==> src/rtl/core/ptwr_pkg.sv <==
package ptwr_pkg;

  localparam int OP_W      = 2;
  localparam int ADDR_W    = 16;
  localparam int BYTE_W    = 8;
  localparam int ELAPSED_W = 10;
  localparam int SUBDIV_W  = 9;

  localparam logic [OP_W-1:0] OP_TICK  = 2'd0;
  localparam logic [OP_W-1:0] OP_READ  = 2'd1;
  localparam logic [OP_W-1:0] OP_WRITE = 2'd2;

  localparam logic [ADDR_W-1:0] ADDR_DIVIDER = 16'hFF04;
  localparam logic [ADDR_W-1:0] ADDR_COUNTER = 16'hFF05;
  localparam logic [ADDR_W-1:0] ADDR_RELOAD  = 16'hFF06;
  localparam logic [ADDR_W-1:0] ADDR_CONTROL = 16'hFF07;

  localparam logic [BYTE_W-1:0]    READ_UNMAPPED = 8'hFF;
  localparam logic [ELAPSED_W-1:0] ELAPSED_MAX   = 10'd1023;

  localparam int CTRL_ENABLE_BIT = 2;

  typedef struct packed {
    logic [OP_W-1:0]   op;
    logic [ADDR_W-1:0] addr;
    logic [BYTE_W-1:0] wdata;
    logic [BYTE_W-1:0] cycles;
  } item_t;

  typedef struct packed {
    logic [BYTE_W-1:0] read_data;
    logic              timer_irq;
  } result_t;

  // counter period selected by control bits 1:0
  function automatic logic [ELAPSED_W-1:0] period_of(input logic [1:0] sel);
    logic [ELAPSED_W-1:0] p;
    unique case (sel)
      2'd0:    p = 10'd256;
      2'd1:    p = 10'd4;
      2'd2:    p = 10'd16;
      default: p = 10'd64;
    endcase
    return p;
  endfunction

endpackage

==> src/rtl/core/ptwr_in_stage.sv <==
module ptwr_in_stage (
  input  logic            clk,
  input  logic            rst,
  input  logic            in_valid,
  output logic            in_ready,
  input  ptwr_pkg::item_t in_item,
  input  logic            take,
  output logic            full,
  output ptwr_pkg::item_t item
);

  assign in_ready = !full || take;

  always_ff @(posedge clk) begin
    if (rst) begin
      full <= 1'b0;
    end else if (in_ready) begin
      full <= in_valid;
    end
  end

  // payload needs no reset
  always_ff @(posedge clk) begin
    if (in_valid && in_ready) begin
      item <= in_item;
    end
  end

endmodule

==> src/rtl/core/ptwr_timer.sv <==
module ptwr_timer #(
  parameter int DIV_PERIOD = 64
) (
  input  logic              clk,
  input  logic              rst,
  input  logic              fire,
  input  ptwr_pkg::item_t   item,
  output ptwr_pkg::result_t result
);

  logic [ptwr_pkg::ELAPSED_W-1:0] elapsed_count, elapsed_count_next;
  logic [ptwr_pkg::SUBDIV_W-1:0]  div_subcount, div_subcount_next;
  logic [ptwr_pkg::BYTE_W-1:0]    divider, divider_next;
  logic [ptwr_pkg::BYTE_W-1:0]    counter, counter_next;
  logic [ptwr_pkg::BYTE_W-1:0]    reload_value, reload_value_next;
  logic [ptwr_pkg::BYTE_W-1:0]    control, control_next;

  logic [ptwr_pkg::ELAPSED_W:0]   elapsed_sum;
  logic [ptwr_pkg::ELAPSED_W-1:0] elapsed_sat;
  logic [ptwr_pkg::SUBDIV_W:0]    sub_sum;
  logic [ptwr_pkg::BYTE_W-1:0]    counter_inc;
  logic                           step;

  always_comb begin
    elapsed_sum = {1'b0, elapsed_count} + (ptwr_pkg::ELAPSED_W+1)'(item.cycles);
    elapsed_sat = elapsed_sum[ptwr_pkg::ELAPSED_W] ? ptwr_pkg::ELAPSED_MAX
                                                   : elapsed_sum[ptwr_pkg::ELAPSED_W-1:0];
    sub_sum     = {1'b0, div_subcount} + (ptwr_pkg::SUBDIV_W+1)'(item.cycles);
    counter_inc = counter + 8'd1;
    step        = control[ptwr_pkg::CTRL_ENABLE_BIT]
                  && (elapsed_sat >= ptwr_pkg::period_of(control[1:0]));

    elapsed_count_next = elapsed_count;
    div_subcount_next  = div_subcount;
    divider_next       = divider;
    counter_next       = counter;
    reload_value_next  = reload_value;
    control_next       = control;
    result.read_data   = '0;
    result.timer_irq   = 1'b0;

    unique case (item.op)
      ptwr_pkg::OP_TICK: begin
        elapsed_count_next = step ? '0 : elapsed_sat;
        if (step) begin
          if (counter_inc == '0) begin
            counter_next     = reload_value;
            result.timer_irq = 1'b1;
          end else begin
            counter_next = counter_inc;
          end
        end
        // sum wraps at the accumulator width
        if (sub_sum[ptwr_pkg::SUBDIV_W-1:0] >= ptwr_pkg::SUBDIV_W'(DIV_PERIOD)) begin
          divider_next      = divider + 8'd1;
          div_subcount_next = '0;
        end else begin
          div_subcount_next = sub_sum[ptwr_pkg::SUBDIV_W-1:0];
        end
      end
      ptwr_pkg::OP_READ: begin
        unique case (item.addr)
          ptwr_pkg::ADDR_DIVIDER: result.read_data = divider;
          ptwr_pkg::ADDR_COUNTER: result.read_data = counter;
          ptwr_pkg::ADDR_RELOAD:  result.read_data = reload_value;
          ptwr_pkg::ADDR_CONTROL: result.read_data = control;
          default:                result.read_data = ptwr_pkg::READ_UNMAPPED;
        endcase
      end
      ptwr_pkg::OP_WRITE: begin
        unique case (item.addr)
          ptwr_pkg::ADDR_DIVIDER: divider_next      = '0;
          ptwr_pkg::ADDR_COUNTER: counter_next      = item.wdata;
          ptwr_pkg::ADDR_RELOAD:  reload_value_next = item.wdata;
          ptwr_pkg::ADDR_CONTROL: control_next      = item.wdata;
          default: ;
        endcase
      end
      default: ;
    endcase
  end

  always_ff @(posedge clk) begin
    if (rst) begin
      elapsed_count <= '0;
      div_subcount  <= '0;
      divider       <= '0;
      counter       <= '0;
      reload_value  <= '0;
      control       <= '0;
    end else if (fire) begin
      elapsed_count <= elapsed_count_next;
      div_subcount  <= div_subcount_next;
      divider       <= divider_next;
      counter       <= counter_next;
      reload_value  <= reload_value_next;
      control       <= control_next;
    end
  end

endmodule

==> src/rtl/core/prescaled_timer_with_reload_unit.sv <==
// channel   direction  handshake            payload
// input     in         in_valid / in_ready   op, addr, wdata, cycles
// result    out        out_valid / out_ready read_data, timer_irq
//
// one transfer in and one result out per clock when both sides flow
// an item is held in the input register, then is executed against the
// timer state and lands in the result register
// rst is synchronous and clears the stage flags and every timer register
// a stalled result holds the executing item in the input register; a new item
// is still taken in the cycle the result register drains
module prescaled_timer_with_reload_unit #(
  parameter int DIV_PERIOD = 64
) (
  input  logic        clk,
  input  logic        rst,
  input  logic        in_valid,
  output logic        in_ready,
  input  logic [1:0]  op,
  input  logic [15:0] addr,
  input  logic [7:0]  wdata,
  input  logic [7:0]  cycles,
  output logic        out_valid,
  input  logic        out_ready,
  output logic [7:0]  read_data,
  output logic        timer_irq
);

  ptwr_pkg::item_t   in_item;
  ptwr_pkg::item_t   item;
  ptwr_pkg::result_t result;
  ptwr_pkg::result_t result_q;
  logic              full;
  logic              fire;

  assign in_item.op     = op;
  assign in_item.addr   = addr;
  assign in_item.wdata  = wdata;
  assign in_item.cycles = cycles;

  // held item executes when the result register is free or being emptied
  assign fire = full && (!out_valid || out_ready);

  ptwr_in_stage u_in_stage (
    .clk      (clk),
    .rst      (rst),
    .in_valid (in_valid),
    .in_ready (in_ready),
    .in_item  (in_item),
    .take     (fire),
    .full     (full),
    .item     (item)
  );

  // timer state, bus decode and tick arithmetic
  ptwr_timer #(
    .DIV_PERIOD (DIV_PERIOD)
  ) u_timer (
    .clk    (clk),
    .rst    (rst),
    .fire   (fire),
    .item   (item),
    .result (result)
  );

  // result register
  always_ff @(posedge clk) begin
    if (rst) begin
      out_valid <= 1'b0;
    end else if (fire) begin
      out_valid <= 1'b1;
    end else if (out_ready) begin
      out_valid <= 1'b0;
    end
  end

  always_ff @(posedge clk) begin
    if (fire) begin
      result_q <= result;
    end
  end

  assign read_data = result_q.read_data;
  assign timer_irq = result_q.timer_irq;

endmodule
==> config.mk <==
export PLATFORM = sky130hd
export DESIGN_NAME = prescaled_timer_with_reload_unit
export DESIGN_NICKNAME = d
export VERILOG_FILES = /design/src/rtl/core/ptwr_pkg.sv /design/src/rtl/core/ptwr_in_stage.sv /design/src/rtl/core/ptwr_timer.sv /design/src/rtl/core/prescaled_timer_with_reload_unit.sv
export SDC_FILE = /design/constraint.sdc
export NUM_CORES = 1
export LEC_CHECK = 0
export BUFFER_PORTS_ARGS = -buffer_cell sky130_fd_sc_hd__buf_2
export CORE_MARGIN = 2
export CORE_UTILIZATION = 60
export CTS_CLUSTER_SIZE = 40
export DETAILED_ROUTE_END_ITERATION = 10
export GPL_ROUTABILITY_DRIVEN = 0
export GPL_TIMING_DRIVEN = 0
export PLACE_DENSITY = 0.82
export SLEW_MARGIN = 40
export SYNTH_ARGS = -nofsm -noshare
export SYNTH_HDL_FRONTEND = slang
export SYNTH_SLANG_ARGS = --single-unit
==> constraint.sdc <==
create_clock -name clk -period 7.05 [get_ports clk]
set_input_delay 1.41 -clock clk [delete_from_list [all_inputs] [get_ports clk]]
set_output_delay 1.41 -clock clk [all_outputs]
set_load 0.005 [all_outputs]
==> flow_summary.toml, run 1 <==
[setup_path]
r2r_cells = 14
critPathCaptureType = "flop"
rrSetupSlack_ps = 2280
rr_endpoint = "timer_irq$_SDFFCE_PN0P_"
max_stage_delay_ps = 560
reg2reg_from = "u_in_stage.item[0]$_DFFE_PP_"
cp_cell_sequence = "ha_1 > fa_1 > a211oi_1 > o21a_1 > o22ai_1 > nor2_1 > ha_1 > or3b_2 > nor4b_1 > and3b_1 > or4_1 > a221oi_1 > buf_2 > nor3_1"
worst_path_max_delay_cell = "a221oi_1"
crit_top_cell = "ha_1"
crit_family = "compound AO/OA/AOI/OAI gates"
critical_path_buf_inv_count = 1
worstSetupStartpointType = "flop"
cp_max_fo = 10
critPathRequiredTime_ps = 7170
path_class = "reg -> reg"
arrival_ps = 4890

[place]
port_buffers = 48
pre_cts_slack_ps = 2330
dpl.hpwl_um = 8160

[clocking]
clock_tree.root_cell = "clkbuf_8"
clkLatencyLatePin_ps = 370
htree_levels = 3
clock-sinks = 96
cts_setup_buffers = 0
cts_tree = "yes"
clockBufferDepth = 2
hold_buffers = 0
cts.clk_slew.worst_paths_ps = 100
cts-resized-gates = 0
numCtsBuffers = 9

[logic_synthesis]
syn_area_um2 = 4960
synthArstFlopShare = 0
ys_seq_area_frac = 0.474
synth_top_cell_by_area = "edfxtp_1"
synth.net_count = 553
synth.distinct_cells = 63
synth.avg_cell_area_um2 = 10.1
netlist.area_leader.share = 0.260
synthTopCellsByCount = "66 x nor2_1, 53 x dfxtp_1, 48 x nand2_1"
ys_seq_elements = 96
yosys_warnings = 0
synth_flop_cell = "dfxtp_1"
synth_cells = 491
yosys-top-cells-area = "edfxtp_1 26%, dfxtp_1 21%, ha_1 5.5%, nor2_1 5.0%, mux2i_1 3.8%"
synth-edff-count = 43
yosys.cell_count.top_type = "nor2_1"

[pwr]
p_total_w = 0.00103
clock_power_share = 0.332
cellLeakagePower_nw = 2.15
switching_share = 0.259
p_int_w = 0.000766
pwr-share-seq = 0.590
p_switching_w = 0.000268
ir_drop_uv = 173
p_comb_frac = 0.078
power.density_nw_per_um2 = 187

[routing]
wl_met1_um = 4890
wl_met2_um = 5010
first_iter_violations = 456
num_vias = 4055
first_pass_iters = 5
wl_per_cell_um = 16.5
wl_um = 10900
dr_wl_met3_um = 902
via_per_inst = 6.14
top_layer_used = "met4"
drc = 0
antenna_left = 0

[global_route]
grt_pass1_vias = 3852
grt_antenna_before_repair = 0
grt_pass1_wl_um = 18100
grt_remaining_overflow = 0
grt_max_degree = 35
grt_usage = 0.260

[flow_run]
max_cap_viol_count = 0

[timing]
min_period_ps = 4770
worstMarginPinSlew_ps = 745
slew_headroom = 0.503
setup_ws_ps = 2280
rsz0062_at_grt = "no"
hold_violations = 0
finalClockSkew_ps = 10.7
setup_viol = 0
fmax_ghz = 0.210
period_share = 0.677
slew_violations = 0
setup_tns_ps = 0

[floorplan]
start_util = 0.610
rows = 33
die_x_um = 94.9
pin_count = 49
die_area_um2 = 9010
die_y_um = 94.9
core_um2 = 8130

[min_path]
min-delay-start = "u_timer.div_subcount[0]$_SDFFE_PP0P_"
min_path_cells = 2
hold_path_class = "reg -> reg"
whs_endpoint = "u_timer.div_subcount[0]$_SDFFE_PP0P_"

[status]
run_status = "finished, final reports clean"

[layout]
antenna_cells = 0
final_core_utilization = 0.679
drive_gt1_frac = 0.151
multi_input_area_um2 = 2480
fin_nets = 612
fillers = 629
area.growth.synth_to_final_pct = 11.3
regArea_um2 = 2350
## cell type report
type / count / area share
Buffer: 17 / 0.0145
Clock buffer: 9 / 0.0224
Clock inverter: 7 / 0.0113
Inverter: 12 / 0.00816
Multi-Input combinational cell: 366 / 0.450
Sequential cell: 96 / 0.426
Tap cell: 105 / 0.0238
Timing Repair Buffer: 48 / 0.0435
## state kept, by name (all words and copies together), names as in the netlist
| name | flops |
|---|---|
| u_timer.divider | 8 |
| timer_irq | 1 |
| u_in_stage.item | 34 |
| read_data | 8 |
| out_valid | 1 |
| u_timer.elapsed_count | 10 |
| u_timer.div_subcount | 9 |
| u_timer.counter | 8 |
| u_timer.reload_value | 8 |
| u_in_stage.full | 1 |
| u_timer.control | 8 |
## per-layer routing
metal | vias up | track usage
met1 | 1866 | 0.371
met2 | 209 | 0.411
li1 | 1967 | -
met3 | 13 | 0.0359
met4 | 0 | 0.0882
met5 | - | 0
## power by group through the flow
stage          registers (W)  clock network [W]   logic, W
6_report            0.000610           0.000343  0.0000804
3_3_place_gp        0.000622                  0  0.0000767
2_1_floorplan       0.000620                  0  0.0000513
3_5_place_dp        0.000623                  0  0.0000797
5_1_grt             0.000612           0.000368  0.0000904
4_1_cts             0.000610           0.000347  0.0000799
## logic make-up after synthesis
| group | synth area share |
|---|---|
| and+or+nand+nor | 0.178 |
| adders and majority gates | 0.0636 |
| AOI/OAI and AO/OA | 0.161 |
| xor gates and xnor gates | 0.0230 |
| DFF | 0.474 |
| buffers and inverters | 0.0252 |
| muxes | 0.0747 |
## worst register-to-register path, stage by stage, from the launching register on
cell      delay [ps]
edfxtp_1         420
ha_1             240
fa_1             430
a211oi_1         390
o21a_1           250
o22ai_1          250
nor2_1           240
ha_1             250
or3b_2           200
nor4b_1          200
and3b_1          200
or4_1            460
a221oi_1         560
buf_2            330
nor3_1           100
## how the worst max path moves through the flow
stage                                  from  slack, ps  depth (start not counted)                                     to
6_report       u_in_stage.item[0]$_DFFE_PP_       2280                         14                timer_irq$_SDFFCE_PN0P_
5_1_grt        u_in_stage.item[0]$_DFFE_PP_       1930                         14  u_timer.elapsed_count[8]$_SDFFE_PP0P_
4_1_cts        u_in_stage.item[0]$_DFFE_PP_       2290                         14                timer_irq$_SDFFCE_PN0P_
3_5_place_dp   u_in_stage.item[0]$_DFFE_PP_       2330                         14  u_timer.elapsed_count[2]$_SDFFE_PP0P_
3_3_place_gp   u_in_stage.item[0]$_DFFE_PP_       2390                         14                timer_irq$_SDFFCE_PN0P_
2_1_floorplan  u_in_stage.item[0]$_DFFE_PP_       3040                         14                timer_irq$_SDFFCE_PN0P_
## metrics by stage
stage	cells	area, um^2	hold slack, ps
after detailed placement	644	5330	449
after floorplan	491	4960	429
after global placement	644	5330	443
after CTS	660	5520	464
final	660	5520	464
after global routing	660	5520	487
## placed cells by master, fill, tap and decap left out, drive strengths merged, types with 17 or more instances in the layout
cell    instances
a21oi          28
buf            52
clkbuf         22
dfxtp          53
edfxtp         43
ha             22
inv            17
mux2i          19
nand2          48
nor2           67
o21ai          28
No activity file was read; power rests on OpenSTA's default activity.
==> run 2, diff against run 1 <==
ABC_AREA = 1   (was not set)
CORE_UTILIZATION = 59   (was 60)
PLACE_DENSITY = 0.8   (was 0.82)
clock period = 4.4 ns   (was 7.05 ns; I/O delays follow)
==> flow_summary.toml, run 2 <==
[logic_synthesis]
synth_cells = 613
ys_seq_area_frac = 0.458
synth.net_count = 675
synthTopCellsByCount = "113 x nand2_1, 63 x inv_1, 61 x a21oi_1"
yosys-top-cells-area = "edfxtp_1 25%, dfxtp_1 21%, nand2_1 8.3%, a21oi_1 5.9%, ha_1 5.4%"
synth_top_cell_by_area = "edfxtp_1"
synthArstFlopShare = 0
yosys.cell_count.top_type = "nand2_1"
ys_seq_elements = 96
synth.distinct_cells = 46
syn_area_um2 = 5140
yosys_warnings = 0
synth.avg_cell_area_um2 = 8.39
synth-edff-count = 43
synth_flop_cell = "dfxtp_1"
netlist.area_leader.share = 0.251

[global_route]
grt_usage = 0.253
grt_max_degree = 35
grt_pass1_vias = 4244
grt_antenna_before_repair = 0
grt_remaining_overflow = 0
grt_pass1_wl_um = 19500

[floorplan]
core_um2 = 8590
die_area_um2 = 9480
die_x_um = 97.4
die_y_um = 97.4
start_util = 0.598
pin_count = 49
rows = 34

[setup_path]
arrival_ps = 3580
r2r_cells = 18
critPathRequiredTime_ps = 4560
setup.worst_path.start = "u_in_stage.item[0]$_DFFE_PP_"
cp_max_fo = 10
reg2reg_from = "u_in_stage.item[0]$_DFFE_PP_"
worstSetupStartpointType = "flop"
rrSetupSlack_ps = 970
path_class = "reg -> reg"
critPathCaptureType = "flop"

[clocking]
hold_buffers = 0
htree_levels = 3
cts_tree = "yes"
cts-resized-gates = 0
cts.clk_slew.worst_paths_ps = 90
numCtsBuffers = 9
clock-sinks = 96
clockBufferDepth = 2
clock_tree.root_cell = "clkbuf_8"
cts_setup_buffers = 0
clkLatencyLatePin_ps = 370

[pwr]
cellLeakagePower_nw = 2.37
ir_drop_uv = 237
power.density_nw_per_um2 = 305

[timing]
setup_ws_ps = 974
worstMarginPinSlew_ps = 679
slew_headroom = 0.547
slew_violations = 0
min_period_ps = 3430
hold_violations = 0
finalClockSkew_ps = 9.18
setup_tns_ps = 0
fmax_ghz = 0.292
rsz0062_at_grt = "no"
period_share = 0.779
setup_viol = 0

[layout]
area.growth.synth_to_final_pct = 11.7
final_cell_mix = "113 x nand2_1, 62 x inv_1, 61 x a21oi_1"
final_core_utilization = 0.668
drive_gt1_frac = 0.168
largest-register = "u_in_stage.item"
final_cells = 785
antenna_cells = 0
largest_reg_flops = 34
fin_nets = 734
reg_top3 = "u_in_stage.item (34), u_timer.elapsed_count (10), u_timer.div_subcount (9)"
fin_area_um2 = 5740
mostFrequentLayoutCell = "nand2_1"

[routing]
num_vias = 4406
first_iter_violations = 280
wl_per_cell_um = 14.6
first_pass_iters = 5
via_per_inst = 5.61
drc = 0
wl_um = 11500
antenna_left = 0

[min_path]
hold_path_class = "reg -> reg"
min_path_cells = 2
min-delay-start = "u_timer.control[4]$_SDFFE_PP0P_"

[place]
dpl.hpwl_um = 8810
place_inst = 769
pre_cts_slack_ps = 1090
port_buffers = 48
placed_area_um2 = 5520

[status]
run_status = "finished, final reports clean"

[flow_run]
max_cap_viol_count = 0
## run 2: changes by cell type after synthesis, sizes merged, moves of 6 or more
cell,delta
mux4,-8
mux2i,-17
and3,-6
o2111ai,-9
a211oi,-7
o21ai,+9
nand2,+78
nand3,+40
or3,-8
nand4,+9
a21oi,+34
o22ai,+6
inv,+53
xor2,+8
## run 2: cell families after synthesis
family / count (synthesis) / synth area share
and+or+nand+nor: 276 / 0.261
AOI/OAI and AO/OA: 116 / 0.122
DFF: 96 / 0.458
buffers and inverters: 82 / 0.0650
adders and majority gates: 24 / 0.0613
xor gates and xnor gates: 17 / 0.0290
muxes: 2 / 0.00389
## run 2: path summary, 6_finish.rpt
path,to
hold / removal,u_timer.control[4]$_SDFFE_PP0P_
hold reg to reg,u_timer.control[4]$_SDFFE_PP0P_
setup / recovery,timer_irq$_SDFFCE_PN0P_
setup reg to reg,timer_irq$_SDFFCE_PN0P_
## run 2: metrics by stage
step,power (W),hold slack (ps)
3_3_place_gp,0.00114,441
2_1_floorplan,0.00109,430
6_report,0.00175,462
4_1_cts,0.00176,465
3_5_place_dp,0.00115,451
5_1_grt,0.00182,489
## run 2: layout make-up
| cell class | count | area, um^2 |
|---|---|---|
| fillers | 701 | 2850 |
| well taps | 108 | 135 |
| inverters | 66 | 250 |
| plain buffers | 16 | 83.8 |
| clock inverters | 3 | 26.3 |
| clock buffers | 13 | 201 |
| repair buffers | 48 | 240 |
| flip-flops and latches | 96 | 2350 |
| multi-input cells | 435 | 2450 |
## run 2: worst max-delay path: stages, from the launching register on
cell and delay, ps:
edfxtp_1 430, ha_1 300, fa_1 510, nand3_2 150
nand3_4 150, inv_4 130, nand2_1 90, ha_1 300
inv_1 40, nor2_1 80, nand4_1 120, nor2_2 130
nor2_2 50, nand2_2 50, nand2_1 60, nand2_2 90
nand2_1 90, buf_4 190, nor3_1 260
## run 2: metal layers
layer  wire length (um)  share of wire  GRT usage  vias to the layer above
met4                209          0.018     0.0833                        0
met2               5440           0.47      0.400                      148
met5                  0              0          0                        -
met3                744          0.065     0.0525                       20
met1               5060           0.44      0.351                     2048
li1                   -              -          -                     2190
## run 2: power by group
part / total (W) / leakage [nW] / switching (W) / internal, W
clock network: 0.000623 / 0.117 / 0.000314 / 0.000310
registers: 0.000979 / 0.846 / 0.0000178 / 0.000962
logic: 0.000150 / 1.40 / 0.0000945 / 0.0000559
total: 0.00175 / 2.37 / 0.000426 / 0.00133
